--- src/sha_pkg.sv ---
package sha_pkg;

  typedef enum logic [1:0] {
    CMD_ABSORB  = 2'd0,
    CMD_DIGEST  = 2'd1,
    CMD_RESTART = 2'd2,
    CMD_UNUSED  = 2'd3
  } cmd_e;

  typedef enum logic [2:0] {
    ST_IDLE,
    ST_SCHED,
    ST_ROUND,
    ST_ADD,
    ST_EMIT
  } state_e;

  localparam int unsigned QueueDepth = 4;
  localparam int unsigned QueuePtrW  = 2;

  typedef struct packed {
    cmd_e       command;
    logic [7:0] data_byte;
  } item_t;

  typedef logic [31:0] word_t;

  localparam word_t InitHash [8] = '{
    32'h6A09E667, 32'hBB67AE85, 32'h3C6EF372, 32'hA54FF53A,
    32'h510E527F, 32'h9B05688C, 32'h1F83D9AB, 32'h5BE0CD19
  };

  localparam word_t RoundK [64] = '{
    32'h428A2F98, 32'h71374491, 32'hB5C0FBCF, 32'hE9B5DBA5,
    32'h3956C25B, 32'h59F111F1, 32'h923F82A4, 32'hAB1C5ED5,
    32'hD807AA98, 32'h12835B01, 32'h243185BE, 32'h550C7DC3,
    32'h72BE5D74, 32'h80DEB1FE, 32'h9BDC06A7, 32'hC19BF174,
    32'hE49B69C1, 32'hEFBE4786, 32'h0FC19DC6, 32'h240CA1CC,
    32'h2DE92C6F, 32'h4A7484AA, 32'h5CB0A9DC, 32'h76F988DA,
    32'h983E5152, 32'hA831C66D, 32'hB00327C8, 32'hBF597FC7,
    32'hC6E00BF3, 32'hD5A79147, 32'h06CA6351, 32'h14292967,
    32'h27B70A85, 32'h2E1B2138, 32'h4D2C6DFC, 32'h53380D13,
    32'h650A7354, 32'h766A0ABB, 32'h81C2C92E, 32'h92722C85,
    32'hA2BFE8A1, 32'hA81A664B, 32'hC24B8B70, 32'hC76C51A3,
    32'hD192E819, 32'hD6990624, 32'hF40E3585, 32'h106AA070,
    32'h19A4C116, 32'h1E376C08, 32'h2748774C, 32'h34B0BCB5,
    32'h391C0CB3, 32'h4ED8AA4A, 32'h5B9CCA4F, 32'h682E6FF3,
    32'h748F82EE, 32'h78A5636F, 32'h84C87814, 32'h8CC70208,
    32'h90BEFFFA, 32'hA4506CEB, 32'hBEF9A3F7, 32'hC67178F2
  };

  function automatic word_t rotr(input word_t x, input int unsigned n);
    rotr = (x >> n) | (x << (32 - n));
  endfunction

endpackage

--- src/sha_queue.sv ---
module sha_queue
  import sha_pkg::*;
(
  input  logic  clk_i,
  input  logic  rst_ni,
  input  logic  push_i,
  input  item_t push_item_i,
  output logic  full_o,
  input  logic  pop_i,
  output item_t pop_item_o,
  output logic  empty_o
);
  item_t mem_q [QueueDepth];
  logic [QueuePtrW-1:0] wr_q, rd_q;
  logic [QueuePtrW:0]   cnt_q;

  assign full_o     = (cnt_q == (QueuePtrW+1)'(QueueDepth));
  assign empty_o    = (cnt_q == '0);
  assign pop_item_o = mem_q[rd_q];

  always_ff @(posedge clk_i) begin
    if (push_i) begin
      mem_q[wr_q] <= push_item_i;
    end
  end

  always_ff @(posedge clk_i or negedge rst_ni) begin
    if (!rst_ni) begin
      wr_q  <= '0;
      rd_q  <= '0;
      cnt_q <= '0;
    end else begin
      if (push_i) wr_q <= wr_q + 1'b1;
      if (pop_i) rd_q <= rd_q + 1'b1;
      cnt_q <= cnt_q + (QueuePtrW+1)'(push_i) - (QueuePtrW+1)'(pop_i);
    end
  end
endmodule

--- config.mk ---
export PLATFORM = sky130hd
export DESIGN_NAME = sha_queue
export DESIGN_NICKNAME = d
export VERILOG_FILES = /design/src/sha_pkg.sv /design/src/sha_queue.sv
export SDC_FILE = /design/constraint.sdc
export NUM_CORES = 1
export LEC_CHECK = 0
export BUFFER_PORTS_ARGS = -buffer_cell sky130_fd_sc_hd__buf_2
export CORE_ASPECT_RATIO = 1.4
export CORE_UTILIZATION = 55
export CTS_BUF_LIST = sky130_fd_sc_hd__clkbuf_2 sky130_fd_sc_hd__clkbuf_4 sky130_fd_sc_hd__clkbuf_8
export CTS_CLUSTER_SIZE = 24
export DETAILED_ROUTE_END_ITERATION = 16
export PLACE_DENSITY = 0.78
export SLEW_MARGIN = 20
export SYNTH_ARGS = -nofsm -noshare
export SYNTH_HDL_FRONTEND = slang
export SYNTH_SLANG_ARGS = --single-unit
--- constraint.sdc ---
create_clock -name clk_i -period 2.3 [get_ports clk_i]
set_input_delay 0.115 -clock clk_i [delete_from_list [all_inputs] [get_ports clk_i]]
set_output_delay 0.115 -clock clk_i [all_outputs]
set_load 0.02 [all_outputs]
==> impl_metrics.ini <==
[worst_hold_path]
whs_endpoint = mem_q[3][2]
min_path_cells = 1
min-delay-start = push_item_i[2]
hold_path.class = in -> reg

[yosys]
yosysWarnings = 0
synth.most_common_cell = edfxtp_1
async_flop_share_pct = 14.9
syn_area_mm2 = 0.00184
synth_top_cell_by_area = edfxtp_1
synth_area_leaders = edfxtp_1 65%, mux4_2 9.8%, dfrtp_1 9.5%, ha_1 4.1%, mux4_1 2.9%
synthFlopType = edfxtp_1
syn_inst = 86
synth_cell_types = 16
yosys-top-cells-count = 40 x edfxtp_1, 8 x mux4_2, 7 x dfrtp_1, 6 x ha_1, 6 x inv_1
yosysSeqAreaShare_pct = 75.0
synth_area_per_cell_um2 = 21.3
synth_seq_cells = 47
synth_edf_count = 40
syn-num-nets = 107
netlist.area_leader.share_pct = 65.4

[timing]
tightest_slew_ns = 0.546
drv_slew = 0
hold_violations = 0
rsz0062_at_grt = false
finClkSkew_ns = 0.00652
min_period_ns = 1.67
fin_crit_sh_pct = 72.7
fmax_mhz = 598
relSlewSlack_pct = 63.6
report.final.setup_viol = 0
finalSetupTns_ns = 0

[clock_tree]
post_cts_buffers = 0
numCtsBuffers = 5
cts-root-buf = clkbuf_8
h-tree-depth = 2
cts_tree = built
cts_sinks = 47
path_clk_slew_ns = 0.08
clk_latency_ns = 0.29
ctsLongestPathBuffers = 2

[floorplan]
dieArea_mm2 = 0.00358
start_util_pct = 58.2
core_mm2 = 0.00315
num_rows = 24
ios = 26
die_w_um = 50.8
fp.dieH_um = 70.4

[drt]
vias_per_cell = 5.37
drt_iter0_drc = 12
wl_um = 2700
drcViolationCount = 0
drt-wirelength-per-cell_um = 17.0
vias = 854
dr.pass1.iters = 4
ant_nets = 0

[setup_path]
start_kind = flip-flop
path_max_fanout = 7
arrival_ns = 1.56
worstPathRequired_ns = 2.18
end_kind = primary output
rr_worst_depth = 7
crit-reg2reg-launch = cnt_q[0]
worst-setup-path-type = reg -> out
rrSetupSlack_ns = 0.64
r2r-end = cnt_q[2]

[layout]
multi_input_area_um2 = 420
num_antenna_cells = 0
seqCellArea_mm2 = 0.00138
area_delta_synth_final_pct = 15.1
drive_gt1_share_pct = 35.0
fill_cells = 210
nets = 140

[pwr]
finalPower_mw = 2.63
p_leak_nw = 0.807
cellPowerDensity_mw_per_mm2 = 1240
peakVddDrop_mv = 0.905

[grt]
grt_pass1_wl_um = 4320
track_usage_pct = 18.0
grt_pass1_vias = 899
antenna_found_initial = 0
overflow = 0
grt_max_degree = 14

[place]
port_buffers = 25
gp_congestion = 0.655
hpwl_um = 1860

[flow_run]
cap_violations = 0

[status]
outcome = finished clean
-- logic make-up (layout without fill, tap and decap cells) --
family	Yosys count	count (layout)	synth area share [%]
flip-flops	47	47	75.0
multiplexers	10	10	12.7
AND/OR/NAND/NOR	8	8	2.39
buffers and inverters	8	42	2.11
adder cells (fa/ha/maj)	7	7	5.18
XOR/XNOR	5	5	2.39
AO/OA/AOI/OAI	1	1	0.272
-- critical path, stage by stage (launching register included) --
cell     delay, ns
dfrtp_1       0.36
buf_4         0.19
mux4_1        0.55
buf_2         0.17
-- stage by stage --
| stage | cell area (um2) | utilization, % | hold WS [ns] | cells | worst slack, ns |
|---|---|---|---|---|---|
| 2_1_floorplan | 1840 | - | -0.181 | 86 | 0.727 |
| 4_1_cts | 2110 | 67.0 | 0.0270 | 159 | 0.610 |
| 6_report | 2110 | 67.0 | 0.0364 | 159 | 0.628 |
| 3_3_place_gp | 2010 | 63.7 | -0.0487 | 150 | 0.715 |
| 3_5_place_dp | 2010 | 63.7 | -0.0454 | 150 | 0.642 |
| 5_1_grt | 2110 | 67.0 | 0.0274 | 159 | 0.508 |
-- cell type report --
class | instances | share of cell area, %
clock buffers | 7 | 4.27
clock inverters | 1 | 0.178
inverters | 6 | 1.07
multi-input cells | 31 | 19.9
flip-flops and latches | 47 | 65.2
well taps | 39 | 2.31
repair buffers | 28 | 7.11
-- timing repair --
| item | 4_1_cts | 5_1_grt |
|---|---|---|
| gates resized for setup | 0 | 0 |
| hold buffers | 1 | 0 |
| endpoints found under the hold margin | 7 | 0 |
-- sequential cells by signal (all words and copies together) (netlist names) --
name and cells:
mem_q 40, cnt_q 3, rd_q 2, wr_q 2
-- worst max-delay path by stage --
stage                         end     start  cells past startpoint  slack (ns)
floorplan                cnt_q[2]  cnt_q[0]                      7        0.73
global placement         cnt_q[2]  cnt_q[0]                      7        0.72
detailed placement       cnt_q[2]  cnt_q[0]                      7        0.64
CTS                 pop_item_o[9]   rd_q[0]                      3        0.61
global route             cnt_q[2]  cnt_q[0]                      7        0.51
finish              pop_item_o[9]   rd_q[0]                      3        0.63
-- layout by cell type (no fill, tap or decap), drive strengths merged, types with 2 or more instances in the layout --
cell type,instances
ha,6
mux4,10
buf,27
nand2,2
xor2,2
clkbuf,7
and2,4
xnor2,3
dfrtp,7
edfxtp,40
inv,6
-- per-layer routing --
| metal | vias up | track usage, % | wire (um) |
|---|---|---|---|
| li1 | 396 | - | - |
| met1 | 433 | 19.5 | 1030 |
| met2 | 21 | 31.4 | 1530 |
| met3 | 4 | 3.27 | 80 |
| met4 | 0 | 11.1 | 52 |
| met5 | - | 0 | 0 |
-- power by group --
group / total, mW / internal [mW] / switching (mW) / leakage [nW]
registers: 1.25 / 1.14 / 0.110 / 0.449
clock network: 0.496 / 0.252 / 0.244 / 0.0493
logic: 0.883 / 0.400 / 0.484 / 0.308
total: 2.63 / 1.79 / 0.837 / 0.807
(Power assumes the default switching activity.)
